## src/rtl/srecord_stream_parser_defines.svh

```systemverilog
// Assertion macros for the S-record stream parser.
// Used by srecord_stream_parser.sv; expects clk and rst_n in scope.
`ifndef SRECORD_STREAM_PARSER_DEFINES_SVH
`define SRECORD_STREAM_PARSER_DEFINES_SVH

// same-cycle implication
`define SRP_ASSERT_IMP(lbl, pre, post, msg) \
  lbl: assert property (@(posedge clk) disable iff (!rst_n) (pre) |-> (post)) else $error(msg);

// next-cycle implication
`define SRP_ASSERT_NXT(lbl, pre, post, msg) \
  lbl: assert property (@(posedge clk) disable iff (!rst_n) (pre) |=> (post)) else $error(msg);

`endif

```

## src/rtl/srp_pkg.sv

```systemverilog
// Package for the S-record stream parser: event and phase codes,
// character constants and character decode helpers. No dependencies.
`timescale 1ns / 1ps

package srp_pkg;

  localparam int CharW  = 8;
  localparam int EventW = 2;
  localparam int SpaceW = 3;
  localparam int AddrW  = 32;
  localparam int DataW  = 8;
  localparam int PhaseW = 3;

  typedef logic [CharW-1:0]  char_t;
  typedef logic [EventW-1:0] event_t;
  typedef logic [PhaseW-1:0] phase_t;

  localparam event_t EV_WRITE = 2'd0;
  localparam event_t EV_ERROR = 2'd1;
  localparam event_t EV_EOF   = 2'd2;

  localparam phase_t PH_IDLE  = 3'd0;
  localparam phase_t PH_TYPE  = 3'd1;
  localparam phase_t PH_COUNT = 3'd2;
  localparam phase_t PH_ADDR  = 3'd3;
  localparam phase_t PH_DATA  = 3'd4;
  localparam phase_t PH_SKIP  = 3'd5;

  localparam char_t CH_S = 8'h53;
  localparam char_t CH_1 = 8'h31;
  localparam char_t CH_2 = 8'h32;
  localparam char_t CH_3 = 8'h33;
  localparam char_t CH_7 = 8'h37;
  localparam char_t CH_8 = 8'h38;
  localparam char_t CH_9 = 8'h39;

  function automatic logic is_blank(input char_t c);
    return (c == 8'h20) || ((c >= 8'h09) && (c <= 8'h0D));
  endfunction

  // non-hex characters decode as zero
  function automatic logic [3:0] hex_value(input char_t c);
    logic [3:0] v;
    v = 4'd0;
    if ((c >= 8'h30) && (c <= 8'h39)) begin
      v = c[3:0];
    end else if (((c >= 8'h41) && (c <= 8'h46)) || ((c >= 8'h61) && (c <= 8'h66))) begin
      v = c[3:0] + 4'd9;
    end
    return v;
  endfunction

endpackage

```

## src/rtl/srecord_stream_parser.sv

```systemverilog
// Top level of the S-record stream parser: character decode, record state
// and registered result word. Depends on srp_pkg and srecord_stream_parser_defines.svh.
//
//   channel | ports                               | handshake
//   --------+-------------------------------------+-----------------------
//   input   | in_char_code                        | in_valid / in_ready
//   result  | out_event_res, out_space_index,     | out_valid / out_ready
//           | out_write_address, out_write_data   |
//   config  | cfg_wr_data                         | cfg_wr_en, no wait
//
// One character word per cycle while in_ready; a result shows the cycle after accept.
// The output register sets the rate: in_ready is high while it is empty or being taken.
// Synchronous active-low reset clears record state, target space and out_valid.
// After a format error or end-of-file record, words are accepted and dropped until reset.
`timescale 1ns / 1ps
`include "srecord_stream_parser_defines.svh"

module srecord_stream_parser (
  input  logic                         clk,
  input  logic                         rst_n,
  input  logic                         in_valid,
  output logic                         in_ready,
  input  logic [srp_pkg::CharW-1:0]    in_char_code,
  output logic                         out_valid,
  input  logic                         out_ready,
  output logic [srp_pkg::EventW-1:0]   out_event_res,
  output logic [srp_pkg::SpaceW-1:0]   out_space_index,
  output logic [srp_pkg::AddrW-1:0]    out_write_address,
  output logic [srp_pkg::DataW-1:0]    out_write_data,
  input  logic                         cfg_wr_en,
  input  logic [srp_pkg::SpaceW-1:0]   cfg_wr_data
);

  logic [srp_pkg::SpaceW-1:0] space_r;

  srp_pkg::phase_t            phase_r, phase_nxt;
  logic [1:0]                 kind_r, kind_nxt;
  logic [3:0]                 digit_r, digit_nxt;
  logic [7:0]                 count_r, count_nxt;
  logic [srp_pkg::AddrW-1:0]  base_r, base_nxt;
  logic [7:0]                 index_r, index_nxt;
  logic [3:0]                 high_r, high_nxt;
  logic                       stopped_r, stopped_nxt;

  logic                       out_valid_r, out_valid_nxt;
  srp_pkg::event_t            ev_r, ev_nxt;
  logic [srp_pkg::SpaceW-1:0] sp_r, sp_nxt;
  logic [srp_pkg::AddrW-1:0]  addr_r, addr_nxt;
  logic [srp_pkg::DataW-1:0]  data_r, data_nxt;

  logic       accept;
  logic       emit;
  logic [3:0] nib;
  logic [2:0] overhead;
  logic [7:0] data_len;
  logic [3:0] addr_digits;
  logic [3:0] digit_inc;
  logic [7:0] index_inc;

  assign in_ready = !out_valid_r || out_ready;
  assign accept   = in_valid && in_ready;
  assign nib      = srp_pkg::hex_value(in_char_code);

  assign overhead    = {1'b0, kind_r} + 3'd2;
  assign data_len    = (count_r > {5'd0, overhead}) ? (count_r - {5'd0, overhead}) : 8'd0;
  assign addr_digits = {1'b0, kind_r, 1'b0} + 4'd2;
  assign digit_inc   = digit_r + 4'd1;
  assign index_inc   = index_r + 8'd1;

  always_comb begin
    phase_nxt   = phase_r;
    kind_nxt    = kind_r;
    digit_nxt   = digit_r;
    count_nxt   = count_r;
    base_nxt    = base_r;
    index_nxt   = index_r;
    high_nxt    = high_r;
    stopped_nxt = stopped_r;
    emit        = 1'b0;
    ev_nxt      = srp_pkg::EV_WRITE;
    sp_nxt      = '0;
    addr_nxt    = '0;
    data_nxt    = '0;
    if (accept && !stopped_r) begin
      if (srp_pkg::is_blank(in_char_code)) begin
        phase_nxt = srp_pkg::PH_IDLE;
      end else begin
        unique case (phase_r)
          srp_pkg::PH_IDLE: begin
            if (in_char_code != srp_pkg::CH_S) begin
              stopped_nxt = 1'b1;
              emit        = 1'b1;
              ev_nxt      = srp_pkg::EV_ERROR;
            end else begin
              phase_nxt = srp_pkg::PH_TYPE;
            end
          end
          srp_pkg::PH_TYPE: begin
            if ((in_char_code == srp_pkg::CH_1) || (in_char_code == srp_pkg::CH_2) ||
                (in_char_code == srp_pkg::CH_3)) begin
              kind_nxt  = in_char_code[1:0];
              phase_nxt = srp_pkg::PH_COUNT;
              digit_nxt = 4'd0;
              count_nxt = 8'd0;
              base_nxt  = '0;
              index_nxt = 8'd0;
            end else if ((in_char_code == srp_pkg::CH_7) || (in_char_code == srp_pkg::CH_8) ||
                         (in_char_code == srp_pkg::CH_9)) begin
              stopped_nxt = 1'b1;
              emit        = 1'b1;
              ev_nxt      = srp_pkg::EV_EOF;
            end else begin
              phase_nxt = srp_pkg::PH_SKIP;
            end
          end
          srp_pkg::PH_COUNT: begin
            count_nxt = {count_r[3:0], nib};
            if (digit_inc >= 4'd2) begin
              digit_nxt = 4'd0;
              phase_nxt = srp_pkg::PH_ADDR;
            end else begin
              digit_nxt = digit_inc;
            end
          end
          srp_pkg::PH_ADDR: begin
            base_nxt = {base_r[srp_pkg::AddrW-5:0], nib};
            if (digit_inc >= addr_digits) begin
              digit_nxt = 4'd0;
              phase_nxt = (data_len != 8'd0) ? srp_pkg::PH_DATA : srp_pkg::PH_SKIP;
            end else begin
              digit_nxt = digit_inc;
            end
          end
          srp_pkg::PH_DATA: begin
            if (digit_r == 4'd0) begin
              high_nxt  = nib;
              digit_nxt = 4'd1;
            end else begin
              digit_nxt = 4'd0;
              index_nxt = index_inc;
              if (index_inc >= data_len) begin
                phase_nxt = srp_pkg::PH_SKIP;
              end
              emit     = 1'b1;
              ev_nxt   = srp_pkg::EV_WRITE;
              sp_nxt   = space_r;
              addr_nxt = base_r + {{(srp_pkg::AddrW-8){1'b0}}, index_r};
              data_nxt = {high_r, nib};
            end
          end
          default: begin
          end
        endcase
      end
    end
  end

  always_comb begin
    out_valid_nxt = out_valid_r;
    if (accept) begin
      out_valid_nxt = emit;
    end else if (out_ready) begin
      out_valid_nxt = 1'b0;
    end
  end

  always_ff @(posedge clk) begin
    if (!rst_n) begin
      space_r     <= '0;
      phase_r     <= srp_pkg::PH_IDLE;
      kind_r      <= 2'd0;
      digit_r     <= 4'd0;
      count_r     <= 8'd0;
      base_r      <= '0;
      index_r     <= 8'd0;
      high_r      <= 4'd0;
      stopped_r   <= 1'b0;
      out_valid_r <= 1'b0;
    end else begin
      if (cfg_wr_en) begin
        space_r <= cfg_wr_data;
      end
      phase_r     <= phase_nxt;
      kind_r      <= kind_nxt;
      digit_r     <= digit_nxt;
      count_r     <= count_nxt;
      base_r      <= base_nxt;
      index_r     <= index_nxt;
      high_r      <= high_nxt;
      stopped_r   <= stopped_nxt;
      out_valid_r <= out_valid_nxt;
    end
  end

  always_ff @(posedge clk) begin
    if (accept && emit) begin
      ev_r   <= ev_nxt;
      sp_r   <= sp_nxt;
      addr_r <= addr_nxt;
      data_r <= data_nxt;
    end
  end

  assign out_valid         = out_valid_r;
  assign out_event_res     = ev_r;
  assign out_space_index   = sp_r;
  assign out_write_address = addr_r;
  assign out_write_data    = data_r;

  `SRP_ASSERT_NXT(a_stop_sticky, stopped_r, stopped_r, "parser left stopped state without reset")
  `SRP_ASSERT_IMP(a_data_in_range, phase_r == srp_pkg::PH_DATA, index_r < data_len,
                  "data phase past record length")
  `SRP_ASSERT_IMP(a_event_stops,
                  out_valid_r && ((ev_r == srp_pkg::EV_ERROR) || (ev_r == srp_pkg::EV_EOF)),
                  stopped_r, "error or eof word without stop")
  `SRP_ASSERT_IMP(a_event_zero, out_valid_r && (ev_r != srp_pkg::EV_WRITE),
                  (sp_r == '0) && (addr_r == '0) && (data_r == '0),
                  "non-write word with nonzero payload")

endmodule
```

## config.mk

```make
export PLATFORM = sky130hd
export DESIGN_NAME = srecord_stream_parser
export DESIGN_NICKNAME = d
export VERILOG_FILES = /design/src/rtl/srp_pkg.sv /design/src/rtl/srecord_stream_parser.sv
export VERILOG_INCLUDE_DIRS = /design/src /design/src/rtl
export SDC_FILE = /design/constraint.sdc
export NUM_CORES = 1
export LEC_CHECK = 0
export ABC_AREA = 1
export BUFFER_PORTS_ARGS = -buffer_cell sky130_fd_sc_hd__buf_2
export CAP_MARGIN = 20
export CORE_MARGIN = 2
export CORE_UTILIZATION = 54
export DETAILED_ROUTE_END_ITERATION = 8
export PLACE_DENSITY = 0.77
export SETUP_SLACK_MARGIN = 0.3
export SYNTH_ARGS = -nofsm -noshare
export SYNTH_HDL_FRONTEND = slang
export SYNTH_SLANG_ARGS = --single-unit
```

## constraint.sdc

```tcl
create_clock -name clk -period 2.85 [get_ports clk]
set_clock_uncertainty 0.1 [all_clocks]
set_input_delay 0.57 -clock clk [delete_from_list [all_inputs] [get_ports clk]]
set_output_delay 0.57 -clock clk [all_outputs]
set_load 0.01 [all_outputs]
```

[Word level (Yosys, flattened, before mapping)]
Index checks and enable logic that the tools add are counted.
Word-level totals
  register bits: 111
  input port bits: 16
Operators by class
  $add $sub $neg: 7
  magnitude comparators: 12
  equality and inequality tests: 23
  mux-type cells: 41
  bitwise operators: 3
  reductions and logical operators: 36
Operators with widths (number)
  32-bit one-hot mux with 2 select lines: 1
  8-bit by 6-bit == test with 1-bit output (second input constant): 7
  32-bit by 8-bit adder with 32-bit output: 1
  32-bit 2-to-1 mux: 1
  8-bit one-hot mux with 2 select lines: 2
  3-bit 2-to-1 mux: 8
  8-bit 2-to-1 mux: 3
  4-bit 2-to-1 mux: 5
  4-bit AND reduction: 5
  8-bit by 7-bit >= comparator with 1-bit output (second input constant): 2
  8-bit by 7-bit <= comparator with 1-bit output (second input constant): 2
  4-bit one-hot mux with 4 select lines: 1
  3-bit != test (second input constant): 5
  3-bit one-hot mux with 5 select lines: 1
  1-bit 2-to-1 mux: 14
  2-bit != test (second input constant): 5
  2-bit nonzero test: 5
  8-bit by 1-bit adder with 8-bit output (second input constant): 1
  8-bit by 4-bit >= comparator with 1-bit output (second input constant): 1
  8-bit by 6-bit >= comparator with 1-bit output (second input constant): 1
  8-bit >= comparator: 1
  8-bit by 3-bit greater-than comparator with 1-bit output: 1
  8-bit by 4-bit <= comparator with 1-bit output (second input constant): 1
  8-bit by 6-bit <= comparator with 1-bit output (second input constant): 1
  other kinds (30): 47

[Depth between registers and ports, before layout]
Gate-level depths: netlist of the first run.
  depth after elaboration: 9
  gate-level depth with buffers: 24
  gate-level depth less buffers: 24

[Worst setup path after synthesis of the first run]
No wires, ideal clock.
  path kind: input -> register
  start: input in_char_code[0] (netlist name)
  end: register ev_r[0], in the netlist out_event_res[0], enable pin
  setup time: 0.399 ns
  data arrival time: 2.283 ns
  required time: 2.351 ns
  path slack: 0.067 ns
  stages on the path: 10
  path buffers: 0
  cell sequence: inv_1 > ha_1 > inv_1 > nand2_1 > nand2_1 > nand2_1 > nand4_1 > nand2_1 > o211ai_1 > inv_1
Between the ends
  cells in the longest elaborated chain, start to end: 9
  elaborated cells on any way between the ends: 23
RTL lines
  from (decl): line srecord_stream_parser.sv:23  | input logic [srp_pkg::CharW-1:0] in_char_code,
  8-bit by 6-bit == test with 1-bit output: line srecord_stream_parser.sv:107  | end else if ((in_char_code == srp_pkg::CH_7) || (in_char_code == srp_pkg::CH_8) ||
  1-bit logical OR (2 in a row): line srecord_stream_parser.sv:107
  1-bit 2-to-1 mux: line srecord_stream_parser.sv:107
  1-bit 2-to-1 mux: line srecord_stream_parser.sv:99  | if ((in_char_code == srp_pkg::CH_1) || (in_char_code == srp_pkg::CH_2) ||
  1-bit one-hot mux with 3 select lines: line srecord_stream_parser.sv:88  | unique case (phase_r)
  1-bit 2-to-1 mux (*): line srecord_stream_parser.sv:85  | if (srp_pkg::is_blank(in_char_code)) begin
  1-bit 2-to-1 mux (*): line srecord_stream_parser.sv:84  | if (accept && !stopped_r) begin
  1-bit logical AND (*): line srecord_stream_parser.sv:196  | if (accept && emit) begin
  to (signal assigned): line srecord_stream_parser.sv:197  | ev_r <= ev_nxt;
  to (decl): line srecord_stream_parser.sv:46  | srp_pkg::event_t ev_r, ev_nxt;
Every way passes the cells marked *; elsewhere a longest branch is shown, timed or not.
A chain may end at the register's enable or synchronous reset.

[Final worst setup path of the first run]
  start: register count_r[0]
  end: register phase_r[1]
Between the ends
  cells in the longest elaborated chain, start to end: 5
  elaborated cells on any way between the ends: 6
RTL lines
  from (decl): line srecord_stream_parser.sv:39  | logic [7:0] count_r, count_nxt;
  from (signal assigned): line srecord_stream_parser.sv:186  | count_r <= count_nxt;
  8-bit by 3-bit subtractor with 8-bit output / 8-bit by 3-bit greater-than comparator with 1-bit output (equally long branches): line srecord_stream_parser.sv:65  | assign data_len = (count_r > {5'd0, overhead}) ? (count_r - {5'd0, overhead}) : 8'd0;
  8-bit 2-to-1 mux (*): line srecord_stream_parser.sv:65
  8-bit >= comparator (*): line srecord_stream_parser.sv:141  | if (index_inc >= data_len) begin
  3-bit != test (no line) (*)
  8-bit AND reduction (no line) (*)
  to (signal assigned): line srecord_stream_parser.sv:170  | phase_r <= srp_pkg::PH_IDLE;
  to (signal assigned): line srecord_stream_parser.sv:183  | phase_r <= phase_nxt;
  to (decl): line srecord_stream_parser.sv:36  | srp_pkg::phase_t phase_r, phase_nxt;
Marked as above.

==> metrics, run 1 <==
post-place setup slack=0.0145 ns; Internal=around 2.6 mW; clock tree root driver cell=clkbuf_16; Crit Path Class=register to register; gp weighted congestion=between 0.8 and 0.9; EDFF count, synth=45; CTS Buffer Depth=2; Iter 0 DRT Violations=approximately 370; Residual DRC=0; Worst Path Required=3.04 ns; worst setup margin=roughly 0.23 ns; critical-path cell list=inv_2, ha_4, inv_2, buf_4, buf_4, buf_4, nand3_2, nand3_2, o21ai_2, nand3_2, ha_4, a21oi_1, o21ai_1, nor2_1, nand2_2, nand2_4, nand2_4, nand2_4, nand2_1, a21oi_1; commonest non-fill, non-tap cells in the layout=201 x nand2_1, 98 x inv_1, 89 x a21oi_1; peak supply drop=0.403 mV; layout cells sized above 1=20.5%; DRT Wirelength=13.5 mm; final setup fails=0; f_max=approximately 380 MHz; Cell Pwr Density=between 400 and 500 mW/mm^2; Yosys top cell area share=a little over a fifth; sw frac=between 20% and 30%; Async S/R FF share, synth=0%; Routed Antenna Nets=0; # rows=39; Comb power frac=under 10%; ANT cells=0; initial antenna violation count=0; CP max FO=4; crit end category=register; Slew @ Worst Pin=between 0.5 and 0.6 ns; status=finished clean; RSZ-0062 raised after global routing=true; CTS buffer count=9; via/cell ratio=5.25; FILL cells=around 950; CP arrival=2.81 ns; placed cell areas=about 0.0067 sq mm; compound-cell area share of the yosys netlist=between 10% and 20%; Clk Latency, worst-skew pair=about 0.35 ns; Seq/Total Area, Yosys=around 43%; H-tree levels=3; Slew headroom=60.0%; clock power share=43.4%; vias in the first global route=around 5000; grt total ovfl=0; post-synthesis mux area share=0%; Final Util=65.0%; CTS tree=yes; CP startpoint kind=register; CP max stage cell=dfxtp_2; area grow syn2layout=18.5%; sequential power share=between 50% and 60%; Placed Cells incl. Taps=a little over 1000; Leakage=2.89 nW; most common cell after layout, fill and taps aside=nand2_1; Post-DP HPWL=approximately 9.5 mm; Design Power=~3.4 mW; fin area=0.00736 sq mm; Adder-Cell Fraction of Synth Area=under 10%; Max stage delay on crit path=0.33 ns; max-cap check violation count=0; Worst Hold Class=register to register; Post-Synth Simple-Gate Area=between 20 and 30%; Chip Height=about 110 microns; Crit path max-delay family=simple AND/OR/NAND/NOR gates; count of cell types in the netlist=43; iteration count of the initial detailed-routing pass=5; Net Sw Power=between 700 and 800 uW; Sum Neg Setup Slack=0 ns; final hold slack=roughly 0.35 ns; Ys Warns=0; main flop type after synthesis=dfxtp_1; port bufs=62; num ports=63; Final nets=between 900 and 1000; starting density of the core=a little over half; Overall Global Routing Usage=22.2%; via count=5461; Avg Inst Size Synth=~7.6 sq um; Die W=111 microns; Cell Count, Final, Fillers Out=1041; Core Area=between 0.01 and 0.015 sq mm; CTS sink count=between 100 and 150; Final Hold Fails=0; DIE AREA=about 0.012 sq mm; pins over their slew limit=0; Synth Instances=around 820; post-synthesis cell area=~0.0062 sq mm; Seq cells post-synth=111; synth top area cells=edfxtp_1 22%, dfxtp_1 21%, nand2_1 13%; Buf/Inv on CP=5; largest net degree at the start of global routing=46; Post-Syn Nets=approximately 870; Period minus WS final=roughly 2.6 ns; xor and xnor area share after synthesis=under 10%; largest family of logic cells by synthesized area=simple AND/OR/NAND/NOR gates; Avg WL per Cell=13.0 microns; clock-pin slew of the registers on the worst-case setup and hold paths=0.08 ns; top cell type by total area after synthesis=edfxtp_1; first-pass GRT wire length=between 20 and 25 mm; Final period util=91.9%
[routing by layer]
metal / wire length, microns / track usage, % / share of wire [%] / vias to the layer above
met5: 0 / 0 / 0 / -
met4: 167 / 6.42 / 1.2 / 0
met3: 589 / 3.94 / 4.4 / 16
met2: 6360 / 35.8 / 47 / 128
met1: 6410 / 30.7 / 47 / 2497
li1: - / - / - / 2820
[final timing paths]
path	start	end	slack, ns	cells past startpoint
worst max-delay path	count_r[0]$_SDFFE_PN0P_	phase_r[1]$_SDFFE_PN0P_	0.23	20
worst min-delay path	high_r[1]$_SDFFE_PN0P_	high_r[1]$_SDFFE_PN0P_	0.35	2
worst max register to register	count_r[0]$_SDFFE_PN0P_	phase_r[1]$_SDFFE_PN0P_	0.23	20
worst min register to register	high_r[1]$_SDFFE_PN0P_	high_r[1]$_SDFFE_PN0P_	0.35	2
[flip-flops by register name, summed over array words and instances (netlist names), 2 cells and up]
register / cells
out_space_index: 3
phase_r: 3
base_r: 32
out_event_res: 2
out_write_data: 8
space_r: 3
digit_r: 4
out_write_address: 32
kind_r: 2
count_r: 8
high_r: 4
index_r: 8
[cell usage after synthesis (3+ instances only)]
cell      number
buf_6          4
o21a_1         3
nor2_4         4
nand2_1      212
nor3_1        15
a21oi_2        3
a21oi_1       94
nor2_2         4
nand4_1        7
edfxtp_1      45
inv_1        106
nand3_1       43
nor4_1         4
dfxtp_1       66
xor2_1        10
inv_4          3
o21ai_0       36
or2_2          3
clkbuf_1       6
buf_2          4
o21ai_1        4
nor2_1        74
ha_1          32
inv_2          7
[cells by family (layout without fill, tap and decap cells)]
logic type / after synthesis / count (layout)
AND/OR/NAND/NOR: 380 / 380
AO/OA/AOI/OAI: 147 / 147
buffers and inverters: 133 / 215
flip-flops: 111 / 111
adder cells (fa/ha/maj): 34 / 34
XOR/XNOR: 11 / 11
[power groups by stage]
stage	Sequential [mW]	Combinational (mW)	Clock [mW]
after floorplan	1.78	0.0951	0
after global placement	1.75	0.210	0
after detailed placement	1.75	0.212	0
after CTS	1.71	0.214	1.49
after global routing	1.72	0.234	1.55
final	1.71	0.214	1.48
[tightest hold or removal path, cell delays in order, from the launching register on]
cell and delay (ns):
dfxtp_1 0.30, inv_1 0.06, a21oi_1 0.05
[timing repair]
item	4_1_cts	5_1_grt
hold buffers	0	0
endpoints found under the hold margin	0	0
pin swaps	13	10
gates resized for setup	30	23
endpoints found under the setup margin	6	13
setup buffers	8	1
[layout make-up]
class                           count  area [sq um]  share of cell area, %
Clock buffer                        9           225                   3.06
Clock inverter                      7           125                   1.70
Inverter                          117           462                   6.27
Multi-Input combinational cell    572          3220                   43.7
Sequential cell                   111          2680                   36.4
Tap cell                          143           179                   2.43
Timing Repair Buffer               82           473                   6.42
Power figures use the tool's default switching activity.
==> run 2: changes to the inputs <==
Settings changed: REMOVE_ABC_BUFFERS set to 1.
==> run 2 against run 1 <==
Net effect:
- via count is 1.0% higher
- setup slack better by 0.016 ns
- count of clock-buffer cells in the layout rose by 2
- critical path type unchanged
- critical endpoint is now phase_r[0]$_SDFFE_PN0P_
==> metrics, run 2 (synthesis results as in run 1) <==
status=finished clean; worst r2r dst=phase_r[0]$_SDFFE_PN0P_; Worst Path Required=3.04 ns (about the same); R2R Path Start=count_r[0]$_SDFFE_PN0P_; largest net degree at the start of global routing=46 (unchanged); ANT cells=0 (unchanged); Worst Hold Class=register to register; via/cell ratio=5.31 (+1.2%); port bufs=62 (unchanged); gp weighted congestion=0.882 (-0.18%); commonest non-fill, non-tap cells in the layout=204 x nand2_1, 102 x inv_1, 91 x a21oi_1; Post-DP HPWL=9.81 mm (+3.4%); CTS Hold Bufs=0 (unchanged); CP startpoint kind=register; Chip Height=111 microns (unchanged); CTS buffer count=9 (unchanged); flop-to-flop setup slack=0.25 ns (+0.02 ns); via count=5517 (+1.0%); num ports=63 (unchanged); Avg WL per Cell=13.7 microns (+5.2%); CP max stage cell=fa_2; Period minus WS final=2.60 ns (-0.0164 ns); Final Hold Fails=0 (unchanged); Overall Global Routing Usage=23.4% (+1.2 points); Final nets=941 (-0.21%); footprint of the multi-input gates=0.00311 sq mm (-3.4%); CTS tree=yes; Critical path destination=phase_r[0]$_SDFFE_PN0P_; Crit path max-delay family=simple AND/OR/NAND/NOR gates; clock-pin slew of the registers on the worst-case setup and hold paths=0.07 ns (about the same); Buf/Inv on CP=3 (-2); fin area=0.00718 sq mm (-2.5%); first-pass GRT wire length=23.6 mm (+3.3%); Routed Antenna Nets=0 (unchanged); CTS Buffer Depth=2 (unchanged); Sum Neg Setup Slack=0 ns (unchanged); vias in the first global route=5095 (+3.9%); DRT Wirelength=14.2 mm (+5.0%); crit path from=count_r[0]$_SDFFE_PN0P_; CP arrival=2.79 ns (-0.02 ns); RSZ-0062 raised after global routing=true; Core Area=0.0113 sq mm (unchanged); CTS sink count=111 (unchanged); layout cells sized above 1=18.3% (-2.2 points); area grow syn2layout=15.6%; H-tree levels=3 (unchanged); Levels on crit path=24 (+20%); most common cell after layout, fill and taps aside=nand2_1; pins over their slew limit=0 (unchanged); Slew @ Worst Pin=0.518 ns (-0.0808 ns); Cell Pwr Density=441 mW/mm^2 (-4.7%); max-cap check violation count=0 (unchanged); DIE AREA=0.0124 sq mm (unchanged); critical-path cell list=inv_2, ha_4, inv_2, fa_2, nand2_2, nand2_2, o21ai_4, a21oi_2, ha_1, inv_1, nand2_1, nand2_1, nand2_1, nand2_1, nand2_1, nand2_1, nand2_1, nand2_1, nand2_1, nand2_2, nand2_2, nand2_2, nand2_1, a21oi_1; peak supply drop=0.408 mV (+1.3%); crit end category=register; Crit Path Class=register to register; final setup fails=0 (unchanged); FILL cells=981 (+2.8%); clock tree root driver cell=clkbuf_16; Residual DRC=0 (unchanged); FF/Latch Area=0.00268 sq mm (about the same); Die W=111 microns (unchanged); CP max FO=3 (-1); f_max=384 MHz (+0.63%); # rows=39 (unchanged); Final period util=91.4% (-0.58 points); placed cell areas=0.00670 sq mm (-0.50%); Leakage=2.85 nW (-1.5%); initial antenna violation count=0 (unchanged); Iter 0 DRT Violations=366 (unchanged); iteration count of the initial detailed-routing pass=5 (unchanged); Clk Latency, worst-skew pair=0.36 ns (about the same); worst r2r path cells=24 (+20%); grt total ovfl=0 (unchanged); starting density of the core=54.9% (unchanged); crit-path most repeated cell=nand2_1; Max stage delay on crit path=0.34 ns (about the same); Slew headroom=65.2% (+5.2 points)
-- run 2: layout make-up --
| class | count | area share (%) |
|---|---|---|
| Timing Repair Buffer | 80 | 6.55 |
| Clock buffer | 11 | 3.52 |
| Clock inverter | 5 | 0.540 |
| Multi-Input combinational cell | 572 | 43.3 |
| Sequential cell | 111 | 37.3 |
| Tap cell | 143 | 2.49 |
| Inverter | 117 | 6.29 |
-- run 2: power breakdown --
part           switching (mW)  total [mW]  leakage [nW]  internal (mW)
Combinational           0.139       0.207          1.74         0.0683
Clock                   0.595        1.24         0.143          0.648
Sequential             0.0123        1.71         0.971           1.70
-- run 2: how the worst min path moves through the flow --
stage,end,from,depth (start not counted)
floorplan,high_r[0]$_SDFFE_PN0P_,high_r[0]$_SDFFE_PN0P_,2
global placement,high_r[1]$_SDFFE_PN0P_,high_r[1]$_SDFFE_PN0P_,2
detailed placement,high_r[1]$_SDFFE_PN0P_,high_r[1]$_SDFFE_PN0P_,2
CTS,high_r[0]$_SDFFE_PN0P_,high_r[0]$_SDFFE_PN0P_,2
global route,high_r[2]$_SDFFE_PN0P_,high_r[2]$_SDFFE_PN0P_,2
finish,high_r[0]$_SDFFE_PN0P_,high_r[0]$_SDFFE_PN0P_,2
-- run 2: tightest hold or removal path, cell delays in order, from the launching register on --
cell and delay, ns:
dfxtp_1 0.30, inv_1 0.06, a21oi_1 0.05
-- run 2: routing by layer --
metal	up-vias	part of all wire (%)	global-route usage, %
met5	-	0	0
met4	0	2.1	10.2
met3	26	5.6	3.77
met2	163	48	39.1
met1	2516	44	29.9
li1	2812	-	-
-- run 2: what timing repair did --
action	in CTS	in global routing
pin swaps	7	4
setup buffers	6	2
endpoints found under the setup margin	5	11
gates resized for setup	21	18
hold endpoints to repair	0	0
-- run 2: metrics by stage --
step	power [mW]	utilization (%)	cells	hold WS, ns	worst slack [ns]
final	3.17	63.4	1039	0.353	0.246
after global routing	3.27	63.4	1039	0.376	0.0783
after CTS	3.18	62.8	1037	0.355	0.294
after detailed placement	1.96	59.2	1015	0.344	0.0602
after global placement	1.95	59.2	1015	0.342	0.134
after floorplan	1.87	-	800	0.329	0.0673
